**src/sv/ucs_pkg.sv**
```systemverilog
// ----------------------------------------------------------------------------
// URI component splitter package
// Shared constants, the separator tracking state type and an offset helper.
// ----------------------------------------------------------------------------
package ucs_pkg;

   // Longest URI that is measured; longer strings are flagged.
   localparam int MAX_LEN = 256;

   // Width of a character position, which counts up to MAX_LEN itself.
   localparam int POS_W = $clog2(MAX_LEN + 1);

   // Width of one reported offset field.
   localparam int OFF_W = 9;

   // Width used when narrowing an extended position to an offset field.
   localparam int EXT_W = (POS_W + 1 > OFF_W) ? POS_W + 1 : OFF_W;

   // Packed widths of the stream payloads.
   localparam int REQ_DATA_W = 8;
   localparam int RSP_FIELDS = 9;
   localparam int RSP_DATA_W = ((RSP_FIELDS * OFF_W + 7) / 8) * 8;

   // Characters the splitter looks for.
   localparam logic [7:0] CHAR_COLON = 8'h3A;
   localparam logic [7:0] CHAR_SLASH = 8'h2F;
   localparam logic [7:0] CHAR_QMARK = 8'h3F;

   // Progress through the "://" separator that follows the first colon.
   typedef enum logic [2:0] {
      PROG_NONE,
      PROG_COLON,
      PROG_SLASH1,
      PROG_SLASH2,
      PROG_SCHEME,
      PROG_FAIL
   } prog_type;

   // Narrow a position (with one guard bit) to an offset field.
   function automatic logic [OFF_W-1:0] to_off(input logic [POS_W:0] v);
      logic [EXT_W-1:0] w;
      w = EXT_W'(v);
      return w[OFF_W-1:0];
   endfunction

endpackage

```
**src/sv/uri_component_splitter.sv**
```systemverilog
// ----------------------------------------------------------------------------
// URI component splitter
// Tracks first-found separators over a URI byte stream and reports the
// scheme, host, port, path and query spans when the last byte arrives.
// ----------------------------------------------------------------------------
// Usage:
//   The request channel carries one URI byte per word; req_tuser marks a
//   word with no byte, so that req_tlast alone can close a string. A word
//   with req_tuser high and req_tlast low is dropped without effect.
//   For every word with req_tlast high one response word is sent, holding
//   nine offsets in rsp_tdata and the too-long flag in rsp_tuser. When the
//   string ran past MAX_LEN bytes all offsets are zero and the flag is set.
//   A word waits in the input register, then is folded into the tracking
//   registers as the response of a last word enters the response register.
//   Throughput: one word per cycle unless a last word waits as told below;
//   a single pass of compare and select logic lies between the input and
//   response registers. Reset clears both pipeline valids, the position
//   counter, the found and overflow flags and the progress state. When the
//   receiver stalls, the response register holds its word and the input
//   register keeps taking bytes that produce no response; a last word waits
//   in the input register until the response register frees.
// ----------------------------------------------------------------------------
module uri_component_splitter
   import ucs_pkg::*;
(
   input  logic                  clock,
   input  logic                  reset,
   // Request stream.
   input  logic                  req_tvalid,
   output logic                  req_tready,
   input  logic [REQ_DATA_W-1:0] req_tdata,   // [7:0] uri_char
   input  logic                  req_tuser,   // [0] no_char
   input  logic                  req_tlast,   // last
   // Response stream.
   output logic                  rsp_tvalid,
   input  logic                  rsp_tready,
   // [8:0] scheme_end, [17:9] host_start, [26:18] host_end,
   // [35:27] port_start, [44:36] port_end, [53:45] path_start,
   // [62:54] path_end, [71:63] query_start, [80:72] query_end, rest zero
   output logic [RSP_DATA_W-1:0] rsp_tdata,
   output logic                  rsp_tuser    // [0] too_long
);

   // Input register.
   logic            s1_valid_ff, s1_valid_in;
   logic [7:0]      s1_char_ff;
   logic            s1_nochar_ff;
   logic            s1_last_ff;

   // Tracking state.
   logic [POS_W-1:0] pos_ff, pos_in, pos_upd;
   logic [POS_W-1:0] qm_ff, qm_in, qm_upd;
   logic             qm_ok_ff, qm_ok_in, qm_ok_upd;
   logic [POS_W-1:0] colon_ff, colon_in, colon_upd;
   logic             colon_ok_ff, colon_ok_in, colon_ok_upd;
   logic [POS_W-1:0] slash_ff, slash_in, slash_upd;
   logic             slash_ok_ff, slash_ok_in, slash_ok_upd;
   logic [POS_W-1:0] sa_ff, sa_in, sa_upd;
   logic             sa_ok_ff, sa_ok_in, sa_ok_upd;
   logic [POS_W-1:0] ca_ff, ca_in, ca_upd;
   logic             ca_ok_ff, ca_ok_in, ca_ok_upd;
   logic             ovf_ff, ovf_in, ovf_upd;
   prog_type         prog_ff, prog_in, prog_upd, prog_step;

   // Response register.
   logic                  rsp_valid_ff, rsp_valid_in;
   logic [RSP_DATA_W-1:0] rsp_data_ff, rsp_data_in;
   logic                  rsp_long_ff, rsp_long_in;

   // Handshake control.
   logic out_free;
   logic s1_go;
   logic consume;
   logic take;
   logic emit;
   logic in_range;
   logic is_colon, is_slash, is_qmark;

   // Result arithmetic.
   logic [POS_W:0] len, qv, hs, se, p, col, limit, he, ps, pe, pa, pb;
   logic           scheme, col_ok;

   // Flow control: a word that yields no response never waits.
   always_comb begin
      out_free     = !rsp_valid_ff || rsp_tready;
      s1_go        = !s1_last_ff || out_free;
      consume      = s1_valid_ff && s1_go;
      take         = consume && !s1_nochar_ff;
      emit         = consume && s1_last_ff;
      req_tready   = !s1_valid_ff || s1_go;
      s1_valid_in  = (req_tvalid && req_tready) ? 1'b1 : (consume ? 1'b0 : s1_valid_ff);
      rsp_valid_in = emit ? 1'b1 : (rsp_tready ? 1'b0 : rsp_valid_ff);
   end

   // Character classes of the word being consumed.
   always_comb begin
      is_colon = s1_char_ff == CHAR_COLON;
      is_slash = s1_char_ff == CHAR_SLASH;
      is_qmark = s1_char_ff == CHAR_QMARK;
      in_range = pos_ff < POS_W'(MAX_LEN);
   end

   // Separator progress next state: "://" after the first colon.
   always_comb begin
      unique case (prog_ff)
         PROG_COLON:  prog_step = is_slash ? PROG_SLASH1 : PROG_FAIL;
         PROG_SLASH1: prog_step = is_slash ? PROG_SLASH2 : PROG_FAIL;
         PROG_SLASH2: prog_step = PROG_SCHEME;
         default:     prog_step = prog_ff;
      endcase
      prog_upd = prog_ff;
      if (take && in_range) begin
         prog_upd = prog_step;
         if (is_colon && !colon_ok_ff) begin
            prog_upd = PROG_COLON;
         end
      end
      prog_in = emit ? PROG_NONE : prog_upd;
   end

   // First-found positions after taking the current byte.
   always_comb begin
      pos_upd      = pos_ff;
      qm_upd       = qm_ff;
      qm_ok_upd    = qm_ok_ff;
      colon_upd    = colon_ff;
      colon_ok_upd = colon_ok_ff;
      slash_upd    = slash_ff;
      slash_ok_upd = slash_ok_ff;
      sa_upd       = sa_ff;
      sa_ok_upd    = sa_ok_ff;
      ca_upd       = ca_ff;
      ca_ok_upd    = ca_ok_ff;
      ovf_upd      = ovf_ff;
      if (take) begin
         if (!in_range) begin
            ovf_upd = 1'b1;
         end else begin
            if (prog_step == PROG_SCHEME) begin
               if (is_slash && !sa_ok_ff) begin
                  sa_upd    = pos_ff;
                  sa_ok_upd = 1'b1;
               end
               if (is_colon && !ca_ok_ff) begin
                  ca_upd    = pos_ff;
                  ca_ok_upd = 1'b1;
               end
            end
            if (is_colon && !colon_ok_ff) begin
               colon_upd    = pos_ff;
               colon_ok_upd = 1'b1;
            end
            if (is_qmark && !qm_ok_ff) begin
               qm_upd    = pos_ff;
               qm_ok_upd = 1'b1;
            end
            if (is_slash && !slash_ok_ff) begin
               slash_upd    = pos_ff;
               slash_ok_upd = 1'b1;
            end
            pos_upd = pos_ff + POS_W'(1);
         end
      end
   end

   // The position counter, found flags and overflow flag clear after the last word of a string.
   always_comb begin
      pos_in      = emit ? '0 : pos_upd;
      qm_in       = qm_upd;
      qm_ok_in    = emit ? 1'b0 : qm_ok_upd;
      colon_in    = colon_upd;
      colon_ok_in = emit ? 1'b0 : colon_ok_upd;
      slash_in    = slash_upd;
      slash_ok_in = emit ? 1'b0 : slash_ok_upd;
      sa_in       = sa_upd;
      sa_ok_in    = emit ? 1'b0 : sa_ok_upd;
      ca_in       = ca_upd;
      ca_ok_in    = emit ? 1'b0 : ca_ok_upd;
      ovf_in      = emit ? 1'b0 : ovf_upd;
   end

   // Span computation from the updated tracking state.
   always_comb begin
      len    = {1'b0, pos_upd};
      qv     = qm_ok_upd ? {1'b0, qm_upd} : len;
      scheme = prog_upd == PROG_SCHEME;
      se     = scheme ? {1'b0, colon_upd} : '0;
      hs     = scheme ? ({1'b0, colon_upd} + (POS_W + 1)'(3)) : '0;
      if (scheme) begin
         p      = sa_ok_upd ? {1'b0, sa_upd} : len;
         col_ok = ca_ok_upd;
         col    = {1'b0, ca_upd};
      end else begin
         p      = slash_ok_upd ? {1'b0, slash_upd} : len;
         col_ok = colon_ok_upd;
         col    = {1'b0, colon_upd};
      end
      limit = (p < len) ? p : qv;

      // Host and port: empty at host start when it lies past its limit.
      priority if (hs > limit) begin
         he = hs;
         ps = hs;
         pe = hs;
      end else if (col_ok && col >= hs && col < limit) begin
         he = col;
         ps = col + (POS_W + 1)'(1);
         pe = limit;
      end else begin
         he = limit;
         ps = limit;
         pe = limit;
      end

      // Path: empty at its slash when the query mark comes first.
      if (p < len) begin
         pa = p;
         pb = (qv >= p) ? qv : p;
      end else begin
         pa = qv;
         pb = qv;
      end

      if (ovf_upd) begin
         rsp_data_in = '0;
         rsp_long_in = 1'b1;
      end else begin
         rsp_data_in = RSP_DATA_W'({to_off(len), to_off(qv), to_off(pb), to_off(pa),
                                   to_off(pe), to_off(ps), to_off(he), to_off(hs),
                                   to_off(se)});
         rsp_long_in = 1'b0;
      end
   end

   // Control registers.
   always_ff @(posedge clock) begin
      if (reset) begin
         s1_valid_ff  <= 1'b0;
         rsp_valid_ff <= 1'b0;
         pos_ff       <= '0;
         qm_ok_ff     <= 1'b0;
         colon_ok_ff  <= 1'b0;
         slash_ok_ff  <= 1'b0;
         sa_ok_ff     <= 1'b0;
         ca_ok_ff     <= 1'b0;
         ovf_ff       <= 1'b0;
         prog_ff      <= PROG_NONE;
      end else begin
         s1_valid_ff  <= s1_valid_in;
         rsp_valid_ff <= rsp_valid_in;
         pos_ff       <= pos_in;
         qm_ok_ff     <= qm_ok_in;
         colon_ok_ff  <= colon_ok_in;
         slash_ok_ff  <= slash_ok_in;
         sa_ok_ff     <= sa_ok_in;
         ca_ok_ff     <= ca_ok_in;
         ovf_ff       <= ovf_in;
         prog_ff      <= prog_in;
      end
   end

   // Payload registers.
   always_ff @(posedge clock) begin
      if (req_tvalid && req_tready) begin
         s1_char_ff   <= req_tdata;
         s1_nochar_ff <= req_tuser;
         s1_last_ff   <= req_tlast;
      end
      if (emit) begin
         rsp_data_ff <= rsp_data_in;
         rsp_long_ff <= rsp_long_in;
      end
      qm_ff    <= qm_in;
      colon_ff <= colon_in;
      slash_ff <= slash_in;
      sa_ff    <= sa_in;
      ca_ff    <= ca_in;
   end

   assign rsp_tvalid = rsp_valid_ff;
   assign rsp_tdata  = rsp_data_ff;
   assign rsp_tuser  = rsp_long_ff;

endmodule
```
**config.mk**
```make
export PLATFORM = sky130hd
export DESIGN_NAME = uri_component_splitter
export DESIGN_NICKNAME = d
export VERILOG_FILES = /design/src/sv/ucs_pkg.sv /design/src/sv/uri_component_splitter.sv
export SDC_FILE = /design/constraint.sdc
export NUM_CORES = 1
export LEC_CHECK = 0
export ABC_AREA = 1
export BUFFER_PORTS_ARGS = -buffer_cell sky130_fd_sc_hd__clkbuf_2
export CAP_MARGIN = 20
export CORE_ASPECT_RATIO = 1.4
export CORE_MARGIN = 5
export CORE_UTILIZATION = 30
export DETAILED_ROUTE_END_ITERATION = 6
export MAX_ROUTING_LAYER = met4
export PLACE_DENSITY_LB_ADDON = 0.3
export SYNTH_ARGS = -nofsm -noshare
export SYNTH_HDL_FRONTEND = slang
export SYNTH_SLANG_ARGS = --single-unit
```
**constraint.sdc**
```tcl
create_clock -name clock -period 6.75 [get_ports clock]
set_input_delay 1.0125 -clock clock [delete_from_list [all_inputs] [get_ports clock]]
set_output_delay 1.0125 -clock clock [all_outputs]
set_load 0.05 [all_outputs]
```
Word-level counts from Yosys, hierarchy flattened:

Index checks and enable logic that the tools add are counted.
Widths: inputs -> output; s select.

* bits in registers: 164
* word-level logic and storage cells: 131

* add/subtract/negate cells: 3
* muxes and demuxes: 63
* bitwise logic cells: 1
* eq/ne operators: 8
* magnitude comparators: 6
* reductions and logical operators: 28

Operators by type and width (count)
* $mux 9: 32
* $mux 1: 25
* $eq 8x6->1 const B: 3
* $ge 9x10->1: 2
* $add 9x1->9 const B: 2
* $logic_and 1x1->1: 12
* $mux 3: 4
* $add 9x2->10 const B: 1
* $gt 10x10->1: 1
* $lt 10x9->1: 1
* $lt 9x10->1: 1
* $mux 10: 1
* $logic_not 1->1: 9
* $lt 9x9->1 const B: 1
* $pmux 3 s3: 1
* $eq 3x2->1 const B: 2
* $eq 3x3->1 const B: 2
* $reduce_bool 2->1: 2
* $reduce_or 2->1: 2
* $eq 3x1->1 const B: 1
* $logic_or 1x1->1: 3
* $not 1->1: 1

Depth between registers and ports, before layout:

Gate-level depths: netlist of the first run.

* depth in word-level cells: 15
* mapped depth: 40

Worst setup path before layout of the first run:

No wires, ideal clock.

* path type: input port to flip-flop
* start: input rsp_tready
* end: register rsp_data_ff[28] (netlist: rsp_tdata[28]) (data pin)
* stages: 35
* buffers on the path: 4
* arrival: 5763 ps
* library setup time: 130 ps
* setup slack: 856 ps
* data required time: 6620 ps
* path through: inv_2 > nand3_2 > nand3_4 > nor2_8 > nand3_4 > buf_6 > nand3_2 > nor2_8 > inv_2 > buf_1 > o211ai_1 > nand2_1 > inv_1 > ha_1 > a21oi_1 > nor2_1 > a2111oi_0 > nand2_2 > inv_4 > buf_6 > nand2_1 > o21ai_1 > ha_1 > nand4_1 > o21bai_1 > inv_1 > o21ai_0 > nand2_1 > a21o_1 > a21oi_4 > inv_4 > nor2_4 > buf_6 > nand2_1 > nand2_1

* cells in the longest elaborated chain, start to end: 14
* elaborated cells on any way between the ends: 37

Ends and longest elaborated chain
* from (decl): RTL line uri_component_splitter.sv:36 `input logic rsp_tready,`
* $logic_or 1x1->1 *: RTL line uri_component_splitter.sv:85 `out_free = !rsp_valid_ff || rsp_tready;`
* $logic_or 1x1->1 *: RTL line uri_component_splitter.sv:86 `s1_go = !s1_last_ff || out_free;`
* $logic_and 1x1->1 *: RTL line uri_component_splitter.sv:87 `consume = s1_valid_ff && s1_go;`
* $logic_and 1x1->1 *: RTL line uri_component_splitter.sv:88 `take = consume && !s1_nochar_ff;`
* $logic_and 1x1->1: RTL line uri_component_splitter.sv:112 `if (take && in_range) begin`
* $mux 3: RTL line uri_component_splitter.sv:112
* $eq 3x3->1: RTL line uri_component_splitter.sv:186 `scheme = prog_upd == PROG_SCHEME;`
* $mux 9: RTL line uri_component_splitter.sv:189 `if (scheme) begin`
* $lt 10x9->1: RTL line uri_component_splitter.sv:198 `limit = (p < len) ? p : qv;`
* $mux 9: RTL line uri_component_splitter.sv:198
* $lt 9x10->1: RTL line uri_component_splitter.sv:205 `end else if (col_ok && col >= hs && col < limit) begin`
* $logic_and 1x1->1: RTL line uri_component_splitter.sv:205
* $mux 9: RTL line uri_component_splitter.sv:205
* $mux 9: RTL line uri_component_splitter.sv:201 `priority if (hs > limit) begin`
* to (signal assigned): RTL line uri_component_splitter.sv:270 `rsp_data_ff <= rsp_data_in;`
* to (decl): RTL line uri_component_splitter.sv:67 `logic [RSP_DATA_W-1:0] rsp_data_ff, rsp_data_in;`

Mark *: on every way between the ends. The rest lies on a longest branch, timed or not.
A chain may end at the register's enable or synchronous reset.

Final worst setup path of the first run:

* start: input rsp_tready
* end: register rsp_data_ff[27] (netlist: rsp_tdata[27]) (data pin)

The elaborated chain is that of the path after synthesis.

==> impl_results.md, run 1 <==
- Ports: 105
- Arrival time worst endpoint: 6.32 ns
- Required time reported for the critical path endpoint: 7.06 ns
- Delay of the slowest critical-path stage: 0.34 ns
- Minimum hold slack: 0.434 ns
- Input/output buffers: 97
- Total power consumption of the routed design: 2.56 mW
- Via count of the first global-routing pass: 6531
- Unrepaired setup endpoints after global routing: no
- Share of Yosys cell area claimed by the top area cell type: 33.0%
- Diode count: 0
- Number of buffers created by CTS: 17
- H-tree levels: 4
- Post-synthesis average cell area: 8.65 um^2
- Sum of overflow across all layers after global routing: 0
- Most used flip-flop cell after synthesis: sky130_fd_sc_hd__edfxtp_1
- CP most frequent cell: sky130_fd_sc_hd__nand2_1
- Clock tree from TritonCTS: built
- Flop-to-flop setup slack: 0.98 ns
- # nets final: 1144
- Total wire length after detailed routing: 22.1 mm
- Hold bufs inserted after CTS: 0
- Num Clock Sinks: 157
- Number of violations reported at the end of detailed-routing iteration 0: 373
- Highest clock frequency the design can meet: 0.167 GHz
- Placeable core region: 27600 um^2
- Fraction of the core area covered by cells at the end of the flow: 35.9%
- Power per cell area: 258 nW/um^2
- Number of antenna violations at the first check in global routing: 0
- Leakage component of the power: 4.63 nW
- Number of enable-type register cells in the synthesized netlist: 92
- Most frequent cells in the layout: 253 x sky130_fd_sc_hd__nand2_1, 100 x sky130_fd_sc_hd__nor2_1, 99 x sky130_fd_sc_hd__inv_1
- Fraction of synthesis flops using an asynchronous set or reset pin: 0%
- Post-Layout Inst Area: 9890 um^2
- Part of the cycle the worst path needs: 89.0%
- Clock slew at the register clock pins of the worst setup and hold paths: 0.06 ns
- Register-to-Register Path Depth: 35
- Die X-Extent: 151 um
- Count of cell types in the netlist: 52
- Clock Skews: 0.0120 ns
- Worst Hold Depth: 2
- Worst ir drop on vdd: 0.187 mV
- Row Count: 72
- Setup violation total in the final timing report: 0
- Tot GR Track Use: 14.9%
- Number of remaining DRC errors: 0
- First-pass GRT wire length: 35.0 mm
- Worst-path cell with the longest stage delay: sky130_fd_sc_hd__ha_1
- Count of TritonRoute iterations in the first routing pass: 4
- Main area contributors after synthesis: sky130_fd_sc_hd__edfxtp_1 33%, sky130_fd_sc_hd__dfxtp_1 16%, sky130_fd_sc_hd__nand2_1 11%
- Buffer levels on the longest clock path: 2
- Half-perimeter wire length after detailed placement: 17.3 mm
- Remaining antenna violation count: 0
- Hold WC Path Type: register to register
- Worst hold start: ca_ff[8]
- Worst slack at placement: 0.285 ns
- Post-cts resize count: 0
- Startpoint of the lowest-slack register-to-register path: s1_char_ff[4]
- Critical path class: primary input to register
- WHS Endpoint: ca_ff[8]
- Run status: completed
- PnR worst setup slack: 0.744 ns
- Post-CTS Setup Repair Bufs: 0
- Synth Instances: 967
- Share of the yosys chip area belonging to registers: 48.6%
- Capture point of the worst reg-to-reg path: rsp_tdata[27]
- Synthesized cell area: 8370 um^2
- Layout filler cell count: 2875
- Floorplan die area: 31400 um^2
- Biggest fanout along the worst timing path: 18
- Library cell occupying the most area in the post-synthesis netlist: sky130_fd_sc_hd__edfxtp_1
- Maximum number of pins on one net before global-route repair: 63
- Worst Tran Pin Value: 0.799 ns
- Clk_lat worst skew: 0.44 ns
- Post-layout minimum cycle time: 6.01 ns
- Post-route setup TNS: 0 ns
- Headroom to the max-slew limit: 46.2%
- Layout overhead on the synthesized area: 18.2%
- Final weighted congestion of routability-driven global placement: 0.888
- Yosys Warn Count: 0
- Endpoints failing hold: 0
- Kind of start point of the critical path: primary input
- Share of layout cells above drive strength 1: 22.2%
- Die Height: 208 um
- Clock tree root buffer cell: sky130_fd_sc_hd__clkbuf_16
- Total placed cells including tap cells: 1435
- Starting utilization of the core area: 30.4%
- Leading cell type in the layout, fill and taps excluded: sky130_fd_sc_hd__nand2_1
- Total of max-cap violations: 0
- Placed Area: 9330 um^2
- Vias per cell: 4.52
- Number of pins exceeding their max-slew limit in the final report: 0
- Non-filler instance count after layout: 1467
- Register bit count reported by yosys: 157
- Worst setup EP type: register
- Avg WL per Cell: 15.1 um
- Total number of vias: 6634
-- sequential cells by signal, indices dropped and copies added, names as in the netlist --
name,count
qm_ff,9
slash_ff,9
rsp_tdata,81
colon_ff,9
prog_ff,3
rsp_tuser,1
s1_valid_ff,1
slash_ok_ff,1
ca_ok_ff,1
ovf_ff,1
pos_ff,9
sa_ff,9
sa_ok_ff,1
s1_char_ff,8
rsp_tvalid,1
s1_last_ff,1
colon_ok_ff,1
s1_nochar_ff,1
ca_ff,9
qm_ok_ff,1
-- power breakdown --
group,leakage (nW),switching (mW),internal [mW]
clock,0.283,0.379,0.523
sequential,1.40,0.0102,1.07
combinational,2.95,0.405,0.168
-- worst max path at each step --
stage	start	slack [ns]	endpoint	depth (start not counted)
finish	rsp_tready	0.74	rsp_tdata[27]	36
CTS	rsp_tready	0.73	rsp_tdata[27]	33
global placement	rsp_tready	0.36	rsp_tdata[18]	36
floorplan	rsp_tready	0.86	rsp_tdata[28]	35
detailed placement	rsp_tready	0.28	rsp_tdata[27]	33
global route	rsp_tready	0.14	rsp_tdata[27]	38
-- synth_stat cells (3+ instances only) --
| master | instances |
|---|---|
| sky130_fd_sc_hd__a21oi_1 | 33 |
| sky130_fd_sc_hd__a21oi_2 | 3 |
| sky130_fd_sc_hd__buf_4 | 10 |
| sky130_fd_sc_hd__buf_6 | 5 |
| sky130_fd_sc_hd__clkbuf_1 | 10 |
| sky130_fd_sc_hd__dfxtp_1 | 65 |
| sky130_fd_sc_hd__edfxtp_1 | 92 |
| sky130_fd_sc_hd__ha_1 | 46 |
| sky130_fd_sc_hd__inv_1 | 100 |
| sky130_fd_sc_hd__inv_2 | 21 |
| sky130_fd_sc_hd__nand2_1 | 253 |
| sky130_fd_sc_hd__nand2_2 | 9 |
| sky130_fd_sc_hd__nand2_4 | 3 |
| sky130_fd_sc_hd__nand3_1 | 36 |
| sky130_fd_sc_hd__nand3_2 | 16 |
| sky130_fd_sc_hd__nand3_4 | 3 |
| sky130_fd_sc_hd__nand3b_1 | 3 |
| sky130_fd_sc_hd__nand4_1 | 9 |
| sky130_fd_sc_hd__nor2_1 | 100 |
| sky130_fd_sc_hd__nor2_2 | 7 |
| sky130_fd_sc_hd__nor3_1 | 5 |
| sky130_fd_sc_hd__o211ai_1 | 11 |
| sky130_fd_sc_hd__o21a_1 | 4 |
| sky130_fd_sc_hd__o21ai_0 | 38 |
| sky130_fd_sc_hd__o21ai_1 | 24 |
| sky130_fd_sc_hd__o21ai_2 | 14 |
| sky130_fd_sc_hd__o221ai_1 | 3 |
| sky130_fd_sc_hd__or2_2 | 5 |
| sky130_fd_sc_hd__xor2_1 | 9 |
-- critical path, delay by kind of cell --
| family | cells | cell delay [ns] |
|---|---|---|
| AOI/OAI and AO/OA | 9 | 1.71 |
| buffers and inverters | 10 | 1.10 |
| adders and majority gates | 2 | 0.64 |
| and+or+nand+nor | 15 | 1.83 |
-- cell families (layout without fill, tap and decap cells) --
group | after synthesis | after routing | share of synthesized area, %
adders and majority gates | 46 | 46 | 6.88
AOI/OAI and AO/OA | 142 | 142 | 10.5
xor gates and xnor gates | 9 | 9 | 0.942
and+or+nand+nor | 459 | 459 | 25.2
other | 1 | 7 | 0.0448
DFF | 157 | 157 | 48.6
buffers and inverters | 153 | 277 | 7.85
-- metal layers --
layer  share of wire [%]  GRT usage [%]
met4                 3.5           6.98
met5                   0              -
met2                  53           26.0
met1                  40           16.4
met3                 3.8           2.58
-- layout make-up --
class | count | area, um^2 | area share [%]
well taps | 370 | 463 | 4.68
inverters | 124 | 472 | 4.77
flip-flops and latches | 157 | 4060 | 41.1
multi-input cells | 663 | 3670 | 37.1
clock buffers | 24 | 504 | 5.10
clock inverters | 8 | 56.3 | 0.569
repair buffers | 121 | 666 | 6.73
(Power assumes the default switching activity.)
==> inputs of run 2 (changes only) <==
==> constraint.sdc (replaced) <==
create_clock -name clock -period 6.75 [get_ports clock]
set_input_delay 0 -clock clock [delete_from_list [all_inputs] [get_ports clock]]
set_output_delay 0 -clock clock [all_outputs]
set_load 0.05 [all_outputs]
==> impl_results.md, run 2 (synthesis gave the netlist of run 1 again) <==
- Run status: completed
- CP most frequent cell: sky130_fd_sc_hd__nand2_1
- Worst setup EP type: register
- First-pass GRT wire length: 35.5 mm (+1.6%)
- Starting utilization of the core area: 30.4% (unchanged)
- Non-filler instance count after layout: 1466 (-0.068%)
- Critical path class: register to register
- Required time reported for the critical path endpoint: 7.06 ns (about the same)
- Input/output buffers: 97 (unchanged)
- Die Height: 208 um (unchanged)
- CP Depth: 34 (-5.6%)
- Worst ir drop on vdd: 0.175 mV (-6.7%)
- Worst Hold Depth: 3 (+1)
- Row Count: 72 (unchanged)
- Power per cell area: 265 nW/um^2 (+2.6%)
- Dominant delay contributor by cell family on the critical path: simple AND/OR/NAND/NOR gates
- Remaining antenna violation count: 0 (unchanged)
- Worst Tran Pin Value: 0.843 ns (+0.0437 ns)
- Buffer and inverter count on the worst path: 7 (-3)
- Maximum number of pins on one net before global-route repair: 55 (-13%)
- Total power consumption of the routed design: 2.65 mW (+3.6%)
- Total number of vias: 6688 (+0.81%)
- Post-route setup TNS: 0 ns (unchanged)
- Part of the cycle the worst path needs: 90.0% (+1.1 points)
- Post-CTS Setup Repair Bufs: 0 (unchanged)
- Total placed cells including tap cells: 1421 (-0.98%)
- Hold WC Path Type: primary input to register
- Half-perimeter wire length after detailed placement: 17.5 mm (+1.7%)
- Number of violations reported at the end of detailed-routing iteration 0: 309 (-17%)
- Placeable core region: 27600 um^2 (unchanged)
- Clock tree root buffer cell: sky130_fd_sc_hd__clkbuf_16
- Count of TritonRoute iterations in the first routing pass: 5 (+1)
- Die X-Extent: 151 um (unchanged)
- Kind of start point of the critical path: register
- Leading cell type in the layout, fill and taps excluded: sky130_fd_sc_hd__nand2_1
- Sum of overflow across all layers after global routing: 0 (unchanged)
- Clock tree from TritonCTS: built
- Minimum hold slack: 0.133 ns (-0.301 ns)
- Layout overhead on the synthesized area: 19.4%
- Worst-path cell with the longest stage delay: sky130_fd_sc_hd__a2111oi_1
- Final weighted congestion of routability-driven global placement: 0.899 (+1.3%)
- Total wire length after detailed routing: 22.4 mm (+1.5%)
- Share of layout cells above drive strength 1: 21.0% (-1.3 points)
- Highest clock frequency the design can meet: 0.165 GHz (-1.2%)
- Delay of the slowest critical-path stage: 0.45 ns (+0.11 ns)
- # nets final: 1143 (-0.087%)
- Buffer levels on the longest clock path: 2 (unchanged)
- Num Clock Sinks: 157 (unchanged)
- Clock slew at the register clock pins of the worst setup and hold paths: 0.07 ns (about the same)
- Flip-flop count of the largest register after layout: 81 (unchanged)
- Endpoints failing hold: 0 (unchanged)
- Number of remaining DRC errors: 0 (unchanged)
- Unrepaired setup endpoints after global routing: no
- Total of max-cap violations: 0 (unchanged)
- Setup violation total in the final timing report: 0 (unchanged)
- Post-layout minimum cycle time: 6.08 ns (+0.0721 ns)
- Tot GR Track Use: 15.0% (+0.060 points)
- Vias per cell: 4.56 (+0.88%)
- H-tree levels: 4 (unchanged)
- Register-to-Register Path Depth: 34 (-2.9%)
- Biggest fanout along the worst timing path: 32 (+14)
- Sequential cell area: 4060 um^2 (unchanged)
- Number of pins exceeding their max-slew limit in the final report: 0 (unchanged)
- Layout filler cell count: 2885 (+0.35%)
- Floorplan die area: 31400 um^2 (unchanged)
- Number of buffers created by CTS: 17 (unchanged)
- Headroom to the max-slew limit: 43.2% (-2.9 points)
- Arrival time worst endpoint: 6.38 ns (+0.06 ns)
- Multi-input combinational cell area: 3680 um^2 (+0.24%)
- Avg WL per Cell: 15.3 um (+1.6%)
- Ports: 105 (unchanged)
- Most frequent cells in the layout: 253 x sky130_fd_sc_hd__nand2_1, 100 x sky130_fd_sc_hd__nor2_1, 99 x sky130_fd_sc_hd__inv_1
- Clock Skews: 0.0178 ns (+0.00576 ns)
- Leakage component of the power: 4.65 nW (+0.30%)
- Diode count: 0 (unchanged)
- Number of antenna violations at the first check in global routing: 0 (unchanged)
- Fraction of the core area covered by cells at the end of the flow: 36.2% (+0.34 points)
- Via count of the first global-routing pass: 6684 (+2.3%)
- Clk_lat worst skew: 0.44 ns (about the same)
[run 2: cell types whose count changed in the layout (fill, tap and decap cells not counted), sizes merged]
cell	previous run	this run
clkbuf	121	122
buf	24	10
dlygate4sd3	0	13
inv	123	124
clkinv	9	5
bufinv	0	1
clkinvlp	0	1
[run 2: final timing paths]
path	end	startpoint	slack (ns)
setup / recovery	rsp_tdata[18]	s1_char_ff[4]	0.67
hold / removal	s1_char_ff[4]	req_tvalid	0.13
setup reg to reg	rsp_tdata[18]	s1_char_ff[4]	0.67
hold reg to reg	ca_ff[8]	ca_ff[8]	0.44
[run 2: final cells by class]
class / instances / area share, %
multi-input combinational: 663 / 36.8
clock buffer: 25 / 5.50
timing repair buffer: 120 / 6.92
sequential: 157 / 40.7
inverter: 124 / 4.72
tap: 370 / 4.64
clock inverter: 7 / 0.702
[run 2: power breakdown]
part	internal (mW)	leakage, nW	switching, mW	total, mW
Combinational	0.156	2.94	0.412	0.568
Sequential	1.07	1.40	0.0104	1.08
Clock	0.604	0.303	0.393	0.998
[run 2: per-layer routing]
| metal | global-route usage, % | routed length [um] | vias up |
|---|---|---|---|
| met4 | 6.60 | 705 | 0 |
| met5 | - | 0 | - |
| met3 | 2.69 | 893 | 41 |
| met2 | 26.3 | 11800 | 157 |
| li1 | - | - | 3405 |
| met1 | 16.3 | 8970 | 3085 |
[run 2: tightest hold or removal path, stage by stage]
cell                       delay [ns]
sky130_fd_sc_hd__clkbuf_2        0.08
sky130_fd_sc_hd__nand2_1         0.07
sky130_fd_sc_hd__inv_1           0.18
[run 2: repair_timing]
action	4_1_cts	5_1_grt
hold endpoints to repair	12	0
hold buffers	13	0
resized for setup	0	2
setup endpoints to repair	0	18
[run 2: stage by stage]
step / setup WS, ns / area, um^2
after floorplan: 1.20 / 8390
after global placement: 0.634 / 9230
after detailed placement: 0.461 / 9230
after CTS: 0.431 / 9980
after global routing: 0.0626 / 9990
final: 0.672 / 9990
